**config.mk**
```make
export PLATFORM = sky130hd
export DESIGN_NAME = stepper_half_step_sequencer_top
export DESIGN_NICKNAME = d
export VERILOG_FILES = /design/src/rtl/hss_pkg.sv /design/src/rtl/stepper_half_step_sequencer_top.sv /design/src/rtl/hss_core.sv
export SDC_FILE = /design/constraint.sdc
export NUM_CORES = 1
export LEC_CHECK = 0
export BUFFER_PORTS_ARGS = -buffer_cell sky130_fd_sc_hd__clkbuf_2
export CORE_MARGIN = 3
export CORE_UTILIZATION = 43
export DETAILED_ROUTE_END_ITERATION = 8
export MAX_ROUTING_LAYER = met4
export RECOVER_POWER = 100
export SLEW_MARGIN = 10
export SYNTH_ARGS = -nofsm -noshare
export SYNTH_HDL_FRONTEND = slang
export SYNTH_SLANG_ARGS = --single-unit
export TNS_END_PERCENT = 30
```
**constraint.sdc**
```tcl
create_clock -name clk -period 3.1 [get_ports clk]
set_input_delay 0.31 -clock clk [delete_from_list [all_inputs] [get_ports clk]]
set_output_delay 0.31 -clock clk [all_outputs]
set_load 0.05 [all_outputs]
```
**src/rtl/hss_pkg.sv**
```systemverilog
`timescale 1ns / 1ps
// ----------------------------------------------------------------------------
// hss_pkg: shared types and constants of the half-step sequencer
// Item structs for both channels, event and limit codes, coil patterns.
// ----------------------------------------------------------------------------
package hss_pkg;

  localparam logic [1:0] OP_CHOP = 2'd0;
  localparam logic [1:0] OP_STEP = 2'd1;
  localparam logic [1:0] OP_LOAD = 2'd2;

  localparam logic [1:0] LIMIT_FWD_HIT = 2'd1;
  localparam logic [1:0] LIMIT_REV_HIT = 2'd2;

  localparam logic [5:0] DRIVE_OFF = 6'd54;
  localparam logic [1:0] CHOP_RESTART = 2'd1;

  typedef struct packed {
    logic [1:0] opcode;
    logic [6:0] move_steps;
    logic       move_forward;
    logic [1:0] limit_status;
  } hss_in_t;

  typedef struct packed {
    logic [5:0]  coil_drive;
    logic [2:0]  phase_index;
    logic [15:0] position;
    logic [6:0]  moves_left;
    logic        step_timer_run;
  } hss_out_t;

  // bits I01,I11,P1,I02,I12,P2 from msb
  function automatic logic [5:0] drive_pattern(input logic [2:0] phase);
    logic [5:0] pat;
    unique case (phase)
      3'd0: pat = 6'd15;
      3'd1: pat = 6'd45;
      3'd2: pat = 6'd49;
      3'd3: pat = 6'd37;
      3'd4: pat = 6'd6;
      3'd5: pat = 6'd36;
      3'd6: pat = 6'd56;
      default: pat = 6'd44;
    endcase
    return pat;
  endfunction

endpackage

```
**src/rtl/stepper_half_step_sequencer_top.sv**
```systemverilog
`timescale 1ns / 1ps
// ----------------------------------------------------------------------------
// stepper_half_step_sequencer_top: one stepper axis, half-step drive
// Input register, event update and result register for chop, step and load.
// ----------------------------------------------------------------------------
// The block takes one item per clock cycle while its output is not stalled,
// and returns exactly one result per item: the item waits in the input
// register, then the event is applied to the axis state and the result is
// captured in the output register. The result shows the state after the
// event. A stalled output holds its result while the input register can still
// take one more item; both then stall until the result is taken. Reset puts
// the axis at phase 0, position 0, no move loaded, chop phase 1.
module stepper_half_step_sequencer_top
  import hss_pkg::*;
(
  input  logic     clk,
  input  logic     rst,
  input  logic     in_valid,
  output logic     in_ready,
  input  hss_in_t  in_data,
  output logic     out_valid,
  input  logic     out_ready,
  output hss_out_t out_data
);

  logic     in_full;
  hss_in_t  in_item;
  logic     advance;
  hss_out_t result;

  assign advance  = in_full && (!out_valid || out_ready);
  assign in_ready = !in_full || advance;

  always_ff @(posedge clk) begin
    if (rst) begin
      in_full <= 1'b0;
    end else if (in_ready) begin
      in_full <= in_valid;
    end
  end

  always_ff @(posedge clk) begin
    if (in_ready && in_valid) begin
      in_item <= in_data;
    end
  end

  hss_core u_core (
    .clk    (clk),
    .rst    (rst),
    .fire   (advance),
    .item   (in_item),
    .result (result)
  );

  always_ff @(posedge clk) begin
    if (rst) begin
      out_valid <= 1'b0;
    end else if (!out_valid || out_ready) begin
      out_valid <= in_full;
    end
  end

  always_ff @(posedge clk) begin
    if (advance) begin
      out_data <= result;
    end
  end

endmodule

```
**src/rtl/hss_core.sv**
```systemverilog
`timescale 1ns / 1ps
// ----------------------------------------------------------------------------
// hss_core: axis state and event update
// Holds chop phase, half-step phase, move count, direction and position;
// applies one event per fire and forms the result from the updated state.
// ----------------------------------------------------------------------------
module hss_core
  import hss_pkg::*;
(
  input  logic     clk,
  input  logic     rst,
  input  logic     fire,
  input  hss_in_t  item,
  output hss_out_t result
);

  logic [1:0]  chop_phase, chop_phase_next;
  logic [2:0]  step_phase, step_phase_next;
  logic [6:0]  remaining, remaining_next;
  logic        direction, direction_next;
  logic [15:0] step_position, step_position_next;

  always_comb begin
    chop_phase_next    = chop_phase;
    step_phase_next    = step_phase;
    remaining_next     = remaining;
    direction_next     = direction;
    step_position_next = step_position;
    unique case (item.opcode)
      OP_CHOP: begin
        chop_phase_next = chop_phase + 2'd1;
      end
      OP_STEP: begin
        chop_phase_next = CHOP_RESTART;
        if (remaining != 7'd0) begin
          if (direction) begin
            if (item.limit_status != LIMIT_FWD_HIT) begin
              step_phase_next    = step_phase + 3'd1;
              step_position_next = step_position + 16'd1;
            end
          end else begin
            if (item.limit_status != LIMIT_REV_HIT) begin
              step_phase_next = step_phase - 3'd1;
              // position floors at zero
              if (step_position != 16'd0) begin
                step_position_next = step_position - 16'd1;
              end
            end
          end
          // a blocked step still uses up one half-step
          remaining_next = remaining - 7'd1;
        end
      end
      OP_LOAD: begin
        remaining_next = item.move_steps;
        direction_next = item.move_forward;
      end
      default: begin
      end
    endcase
  end

  always_ff @(posedge clk) begin
    if (rst) begin
      chop_phase    <= CHOP_RESTART;
      step_phase    <= 3'd0;
      remaining     <= 7'd0;
      direction     <= 1'b0;
      step_position <= 16'd0;
    end else if (fire) begin
      chop_phase    <= chop_phase_next;
      step_phase    <= step_phase_next;
      remaining     <= remaining_next;
      direction     <= direction_next;
      step_position <= step_position_next;
    end
  end

  always_comb begin
    result.coil_drive     = (chop_phase_next != 2'd0) ? drive_pattern(step_phase_next)
                                                      : DRIVE_OFF;
    result.phase_index    = step_phase_next;
    result.position       = step_position_next;
    result.moves_left     = remaining_next;
    result.step_timer_run = (remaining_next != 7'd0);
  end

  a_step_restarts_chop: assert property (@(posedge clk) disable iff (rst)
    fire && item.opcode == OP_STEP |=> chop_phase == CHOP_RESTART)
    else $error("chop phase not restarted by step tick");

  a_count_only_loaded_up: assert property (@(posedge clk) disable iff (rst)
    !(fire && item.opcode == OP_LOAD) |=> remaining <= $past(remaining))
    else $error("move count grew without a load");

  a_idle_holds_state: assert property (@(posedge clk) disable iff (rst)
    !fire |=> $stable(step_position) && $stable(step_phase) && $stable(remaining))
    else $error("axis state changed without an item");

  a_phase_single_step: assert property (@(posedge clk) disable iff (rst)
    fire |=> step_phase == $past(step_phase) ||
             step_phase == 3'($past(step_phase) + 3'd1) ||
             step_phase == 3'($past(step_phase) - 3'd1))
    else $error("half-step phase jumped more than one place");

endmodule
```
==> results of run 1 <==
[worst paths after layout]
kind,from,to,cells after the start
min reg2reg,u_core.chop_phase[1],u_core.chop_phase[1],2
max reg2reg,in_item[11],out_data[0],7
max,in_item[11],out_data[0],7
min,in_data[9],in_item[9],1
[Yosys cell counts, types with 2 or more instances]
master                      n
sky130_fd_sc_hd__and2_1     2
sky130_fd_sc_hd__nand4_1   10
sky130_fd_sc_hd__a31oi_1    4
sky130_fd_sc_hd__a41oi_1    2
sky130_fd_sc_hd__edfxtp_1  45
sky130_fd_sc_hd__a21oi_1   30
sky130_fd_sc_hd__nand2_1   23
sky130_fd_sc_hd__a31o_2     2
sky130_fd_sc_hd__nor2b_1   14
sky130_fd_sc_hd__nor3b_1    4
sky130_fd_sc_hd__buf_1      2
sky130_fd_sc_hd__mux2_2     8
sky130_fd_sc_hd__or2_2      3
sky130_fd_sc_hd__dfxtp_1   31
sky130_fd_sc_hd__and4b_1    2
sky130_fd_sc_hd__nor2_1    45
sky130_fd_sc_hd__xnor2_1    6
sky130_fd_sc_hd__and3_1     3
sky130_fd_sc_hd__nor3_1    18
sky130_fd_sc_hd__or4_1      6
sky130_fd_sc_hd__o211ai_1   2
sky130_fd_sc_hd__nor4_1     5
sky130_fd_sc_hd__o21ai_0   17
sky130_fd_sc_hd__a211oi_1   6
sky130_fd_sc_hd__xor2_1    11
sky130_fd_sc_hd__inv_1     19
sky130_fd_sc_hd__ha_1      10
sky130_fd_sc_hd__nand3_1   22
sky130_fd_sc_hd__clkbuf_1  17
sky130_fd_sc_hd__or3_1     11
sky130_fd_sc_hd__o31ai_1    7
sky130_fd_sc_hd__nand2b_1   8
[final cells by class]
type,instances,area [sq um]
Clock inverter,4,98.8
Tap cell,108,135
Timing Repair Buffer,56,235
Sequential cell,76,1970
Inverter,20,75.1
Multi-Input combinational cell,306,1890
Fill cell,860,4400
Clock buffer,12,135
[per-layer routing]
metal | up-vias | global-route usage (%) | wire (microns)
met3 | 9 | 2.71 | 629
met5 | - | - | 0
met4 | 0 | 6.37 | 103
li1 | 1658 | - | -
met2 | 86 | 26.6 | 3830
met1 | 1530 | 28.0 | 4780
[per-stage QoR]
step | std cells | total power, W | area, sq um | setup WS [ns]
after floorplan | 423 | 0.00143 | 4040 | 0.500
final | 582 | 0.00237 | 4540 | 0.368
after CTS | 582 | 0.00241 | 4620 | 0.365
after global placement | 566 | 0.00152 | 4390 | 0.435
after detailed placement | 566 | 0.00152 | 4390 | 0.390
after global routing | 582 | 0.00246 | 4540 | 0.129
[sequential cells by signal, summed over array words and instances, names as in the netlist]
signal / flops
u_core.step_phase: 3
u_core.direction: 1
u_core.step_position: 16
in_full: 1
out_data: 33
in_item: 12
u_core.chop_phase: 2
out_valid: 1
u_core.remaining: 7
[placed cells by master (no fill, tap or decap), drive strengths merged, types with 3 or more instances in the layout]
| master | n |
|---|---|
| nand3 | 22 |
| bufinv | 3 |
| o31ai | 7 |
| inv | 19 |
| nand2b | 8 |
| xor2 | 11 |
| nand2 | 23 |
| or4 | 7 |
| o21ai | 19 |
| nor2b | 14 |
| a31oi | 4 |
| a211oi | 6 |
| mux2 | 8 |
| edfxtp | 45 |
| or2 | 3 |
| nor3 | 18 |
| nor3b | 4 |
| nor4 | 6 |
| ha | 10 |
| clkbuf | 66 |
| xnor2 | 6 |
| nand4 | 10 |
| and3 | 3 |
| a21oi | 30 |
| nor2 | 45 |
| or3 | 11 |
| dfxtp | 31 |
[kinds of logic (layout without fill, tap and decap cells)]
logic type,Yosys count,in the layout,synth area share (%)
simple gates,181,181,23.5
flops,76,76,48.8
fa+ha+maj,10,10,3.10
compound gates,89,89,14.5
xor+xnor,17,17,3.68
mux,9,9,2.48
buf+inv,41,92,4.02
[power breakdown]
part	total, W	switching [W]	internal [W]
clock	0.000889	0.000351	0.000537
combinational	0.000332	0.000242	0.0000899
sequential	0.00115	0.0000283	0.00112
total	0.00237	0.000621	0.00175
==> impl_metrics.ini, run 1 <==
[outcome]
status = finished with violations
failed_checks = capacitance limit, slew limit

[placement]
dp_hpwl_microns = 6690
finalWeightedCongestion = 0.931
placement.io_buffers = 50

[layout]
postLayoutCoreUtil_pct = 50.8
finalNetCount = 495
layout-drive-gt1-share_pct = 9.28
antenna_cells_inserted = 0
area_growth_pct = 12.2

[sta]
min_period_ns = 2.73
achievable-frequency_mhz = 366
clock_skew_ns = 0.0112
total_negative_slack_ns = 0
finalHoldViolCount = 0
worst_hold_slack_ns = 0.127
period_share_pct = 88.1
slew_headroom_pct = -24.8
slew_limit_fails = 74
setup_repair_after_global_routing_missed_its_margin = false
tightest_slew_ns = 1.87
setup-violations-final = 0

[yosys]
synth_area_leaders = sky130_fd_sc_hd__edfxtp_1 33%, sky130_fd_sc_hd__dfxtp_1 15%, sky130_fd_sc_hd__nor2_1 4.2%
ys.warnings.count = 0
synthCells = 423
ys_dominant_reg_cell = sky130_fd_sc_hd__edfxtp_1
area_of_the_mapped_netlist_sq_um = 4040
ys_ff_latch = 76
netlist.top_cell.by_area = sky130_fd_sc_hd__edfxtp_1
synth_enable_flop_cells = 45
post_synth.cell_area_avg_sq_um = 9.56
async_flop_share_pct = 0
synth.top_cell.area_share_pct = 33.4
synth.lib_cells_used.distinct = 60
synth.net_count = 449
synth-seq-area-share_pct = 48.8

[clocking]
clock_tree.buffer_depth = 2
cts.hold.buffers_added = 0
cts_tree = done
ctsRootBufferMaster = sky130_fd_sc_hd__clkbuf_8
clkSinkCount = 76
ctsResizeCount = 0
ctsHtreeMaxLevel = 3
numCtsBuffers = 9
clk_latency_ns = 0.35
number_of_buffers_added_for_setup_after_cts = 0
cts.reportedPaths.clkPinSlew_ns = 0.08

[worst_setup_path]
r2r_setup_slack_ns = 0.37
worst-path-max-fanout = 14
worst_ep_arrival_ns = 2.82
cp-start-kind = register
path_cells = inv_1, ha_1, inv_1, o21ai_0, o311ai_0, or4_1, or4_1
worst-path-buf-inv = 2
critical_path.max_stage_delay_ns = 0.54
slowest_stage = sky130_fd_sc_hd__or4_1
worst_path_class_setup = register to register
worstPathRequired_ns = 3.19
critPathCaptureType = register
cpLargestDelayFamily = simple AND/OR/NAND/NOR gates

[global_route]
overflow = 0
grt_start_max_net_pins = 41
grt_antenna_before_repair = 0
number_of_global_route_vias_before_repair = 2974
groute.usage.overall_pct = 19.0
grt_first_pass_wirelength_microns = 15100

[die]
ios = 51
overall_die_area_sq_um = 10600
floorplan.die.width_microns = 103
initial_utilization_pct = 45.3
die_h_microns = 103
rows = 34
core_area_sq_um = 8930

[drt]
num_vias = 3283
drt-wirelength-per-cell_microns = 16.0
drt_wl_total_microns = 9340
first_pass_iters = 4
detail_route.drc_violations = 0
antenna_violating_nets_post_route = 0
via_per_inst = 5.64
detailedRoute.firstIterationViolations = 193

[job]
cap_viol_max_count = 2

[min_path]
hold_path_class = input pin to register

[pwr]
power_density_nw_per_um2 = 522
max-vdd-ir-drop_mv = 0.218
leakagePower_nw = 1.65
(Power assumes the default switching activity.)
==> run 2, diff against run 1 <==
Settings changed: CORE_ASPECT_RATIO set to 2, SYNTH_HIERARCHICAL set to 1.
==> run 2 against run 1 <==
  * The flow now finishes without violations
  * Power is 11% higher
  * Synthesized cell count is 4.3% lower
  * Area after synthesis up 1.6%
  * Core utilization grew 0.11 points
  * Maximum frequency rose by 6.6%
  * Global-route usage grew 0.55 points
  * Register-to-register slack improved by 0.17 ns
  * Cell count down 4.8%
==> impl_metrics.ini, run 2 <==
[pwr]
netSwitchingPower_w = 0.000630
comb_power_share_pct = 11.5
clockPowerShare_pct = 45.2
leakagePower_nw = 1.81
power_density_nw_per_um2 = 566
power.sequential.fraction_pct = 43.3
max-vdd-ir-drop_mv = 0.330
swShare_pct = 23.9
cellInternalPower_w = 0.00200

[yosys]
area_of_the_mapped_netlist_sq_um = 4110
async_flop_share_pct = 0
synth_area_leaders = sky130_fd_sc_hd__edfxtp_1 33%, sky130_fd_sc_hd__dfxtp_1 15%, sky130_fd_sc_hd__a21oi_1 3.5%
synth.net_count = 431
ys_dominant_reg_cell = sky130_fd_sc_hd__edfxtp_1
most_numerous_cell_in_the_yosys_netlist = sky130_fd_sc_hd__edfxtp_1
ys_top_cells_by_count = 45 x sky130_fd_sc_hd__edfxtp_1, 35 x sky130_fd_sc_hd__nor2_1, 31 x sky130_fd_sc_hd__dfxtp_1, 29 x sky130_fd_sc_hd__a21oi_1
synth_enable_flop_cells = 45
synthCells = 405
ys.warnings.count = 6
synth.lib_cells_used.distinct = 72
netlist.top_cell.by_area = sky130_fd_sc_hd__edfxtp_1
ys_ff_latch = 76
synth-seq-area-share_pct = 48.0
post_synth.cell_area_avg_sq_um = 10.1
synth.top_cell.area_share_pct = 32.9

[drt]
first_pass_iters = 4
detailedRoute.firstIterationViolations = 229
via_per_inst = 5.87
drt-wirelength-per-cell_microns = 17.5
antenna_violating_nets_post_route = 0
num_vias = 3251
detail_route.drc_violations = 0
drt_wl_total_microns = 9670

[placement]
dp_hpwl_microns = 7200
dp_worst_setup_slack_ns = 0.711
dp_cells = 538
placement.io_buffers = 50
finalWeightedCongestion = 0.906

[sta]
achievable-frequency_mhz = 390
setup-violations-final = 0
finalHoldViolCount = 0
clock_skew_ns = 0.00699
slew_limit_fails = 0
min_period_ns = 2.56
worst_hold_slack_ns = 0.152
total_negative_slack_ns = 0
tightest_slew_ns = 1.26
slew_headroom_pct = 16.0
final.setup.worst_slack_ns = 0.537
period_share_pct = 82.7
setup_repair_after_global_routing_missed_its_margin = false

[outcome]
status = finished, final reports clean

[die]
initial_utilization_pct = 45.0
ios = 51
die_h_microns = 144
rows = 49
overall_die_area_sq_um = 10800
floorplan.die.width_microns = 75.1
core_area_sq_um = 9140

[clocking]
clkSinkCount = 76
cts.hold.buffers_added = 0
numCtsBuffers = 9
cts.reportedPaths.clkPinSlew_ns = 0.06
ctsResizeCount = 0
ctsHtreeMaxLevel = 3
cts_tree = done
clock_tree.buffer_depth = 2
number_of_buffers_added_for_setup_after_cts = 0
clk_latency_ns = 0.33
ctsRootBufferMaster = sky130_fd_sc_hd__clkbuf_16

[layout]
layout_commonest_cell = sky130_fd_sc_hd__edfxtp_1
area_growth_pct = 13.2
finalNetCount = 473
top_register = out_data
largest_reg_flops = 33
final_cell_count_no_fill = 554
antenna_cells_inserted = 0
final.fill_count = 848
layout-drive-gt1-share_pct = 10.4
most-common-layout-cells = 45 x sky130_fd_sc_hd__edfxtp_1, 40 x sky130_fd_sc_hd__clkbuf_1, 35 x sky130_fd_sc_hd__nor2_1
registers_with_the_most_flip_flops = out_data: 33 flops, u_core/step_position: 16 flops, in_item: 12 flops

[worst_setup_path]
worst_path_class_setup = register to register
worst_ep_arrival_ns = 2.63
worstPathRequired_ns = 3.16
worst-path-max-fanout = 6
critPathCaptureType = register
cp-start-kind = register

[min_path]
hold_path_class = input pin to register

[global_route]
grt_antenna_before_repair = 0
number_of_global_route_vias_before_repair = 3229
grt_first_pass_wirelength_microns = 15400
overflow = 0
groute.usage.overall_pct = 19.5
grt_start_max_net_pins = 37

[job]
cap_viol_max_count = 0
run 2: logic make-up (layout without fill, tap and decap cells):
| group | Yosys count | in the layout | synth area share [%] |
|---|---|---|---|
| flip-flops | 76 | 76 | 48.0 |
| adder cells (fa/ha/maj) | 10 | 10 | 3.05 |
| XOR/XNOR | 18 | 18 | 3.84 |
| AND/OR/NAND/NOR | 158 | 158 | 22.7 |
| buffers and inverters | 43 | 90 | 4.78 |
| multiplexers | 14 | 14 | 3.59 |
| AO/OA/AOI/OAI | 86 | 86 | 14.0 |
run 2: final timing paths:
path | from | endpoint | slack (ns) | cells past startpoint
setup / recovery | u_core/remaining[0] | out_data[30] | 0.54 | 7
hold reg to reg | in_full | out_valid | 0.47 | 2
hold / removal | in_data[9] | in_item[9] | 0.15 | 1
setup reg to reg | u_core/remaining[0] | out_data[30] | 0.54 | 7
run 2: power by group through the flow:
stage          Sequential (W)  Combinational (W)  Clock (W)
4_1_cts               0.00114           0.000314    0.00122
6_report              0.00114           0.000302    0.00119
5_1_grt               0.00115           0.000330    0.00126
2_1_floorplan         0.00124           0.000156          0
3_3_place_gp          0.00116           0.000308          0
3_5_place_dp          0.00116           0.000312          0
run 2: area by class of cell:
class	count	area (sq um)	area share, %
Tap cell	102	128	2.74
Inverter	18	67.6	1.45
Clock inverter	5	98.8	2.13
Sequential cell	76	1970	42.4
Clock buffer	11	243	5.22
Multi-Input combinational cell	286	1900	40.9
Timing Repair Buffer	56	239	5.14
run 2: metal layers:
layer  wire [microns]  part of all wire [%]  track usage [%]
met1             3370                    35             16.9
met2             5660                    59             37.5
met3              245                   2.5             3.27
met4              395                   4.1             10.4
met5                0                     0                -
run 2: per-stage QoR:
| step | area [sq um] | utilization [%] | power (W) |
|---|---|---|---|
| 3_5_place_dp | 4400 | 48.2 | 0.00147 |
| 4_1_cts | 4740 | 51.9 | 0.00267 |
| 6_report | 4650 | 50.9 | 0.00263 |
| 2_1_floorplan | 4110 | - | 0.00139 |
| 5_1_grt | 4650 | 50.9 | 0.00273 |
| 3_3_place_gp | 4400 | 48.2 | 0.00147 |
run 2: worst max-delay path, cell delays in order (launching register included):
cell and delay [ns]:
sky130_fd_sc_hd__dfxtp_1 0.35, sky130_fd_sc_hd__inv_1 0.12, sky130_fd_sc_hd__ha_1 0.14, sky130_fd_sc_hd__or3b_1 0.43, sky130_fd_sc_hd__o21ai_0 0.48, sky130_fd_sc_hd__o22ai_1 0.20
sky130_fd_sc_hd__a211oi_2 0.44, sky130_fd_sc_hd__mux2i_1 0.13
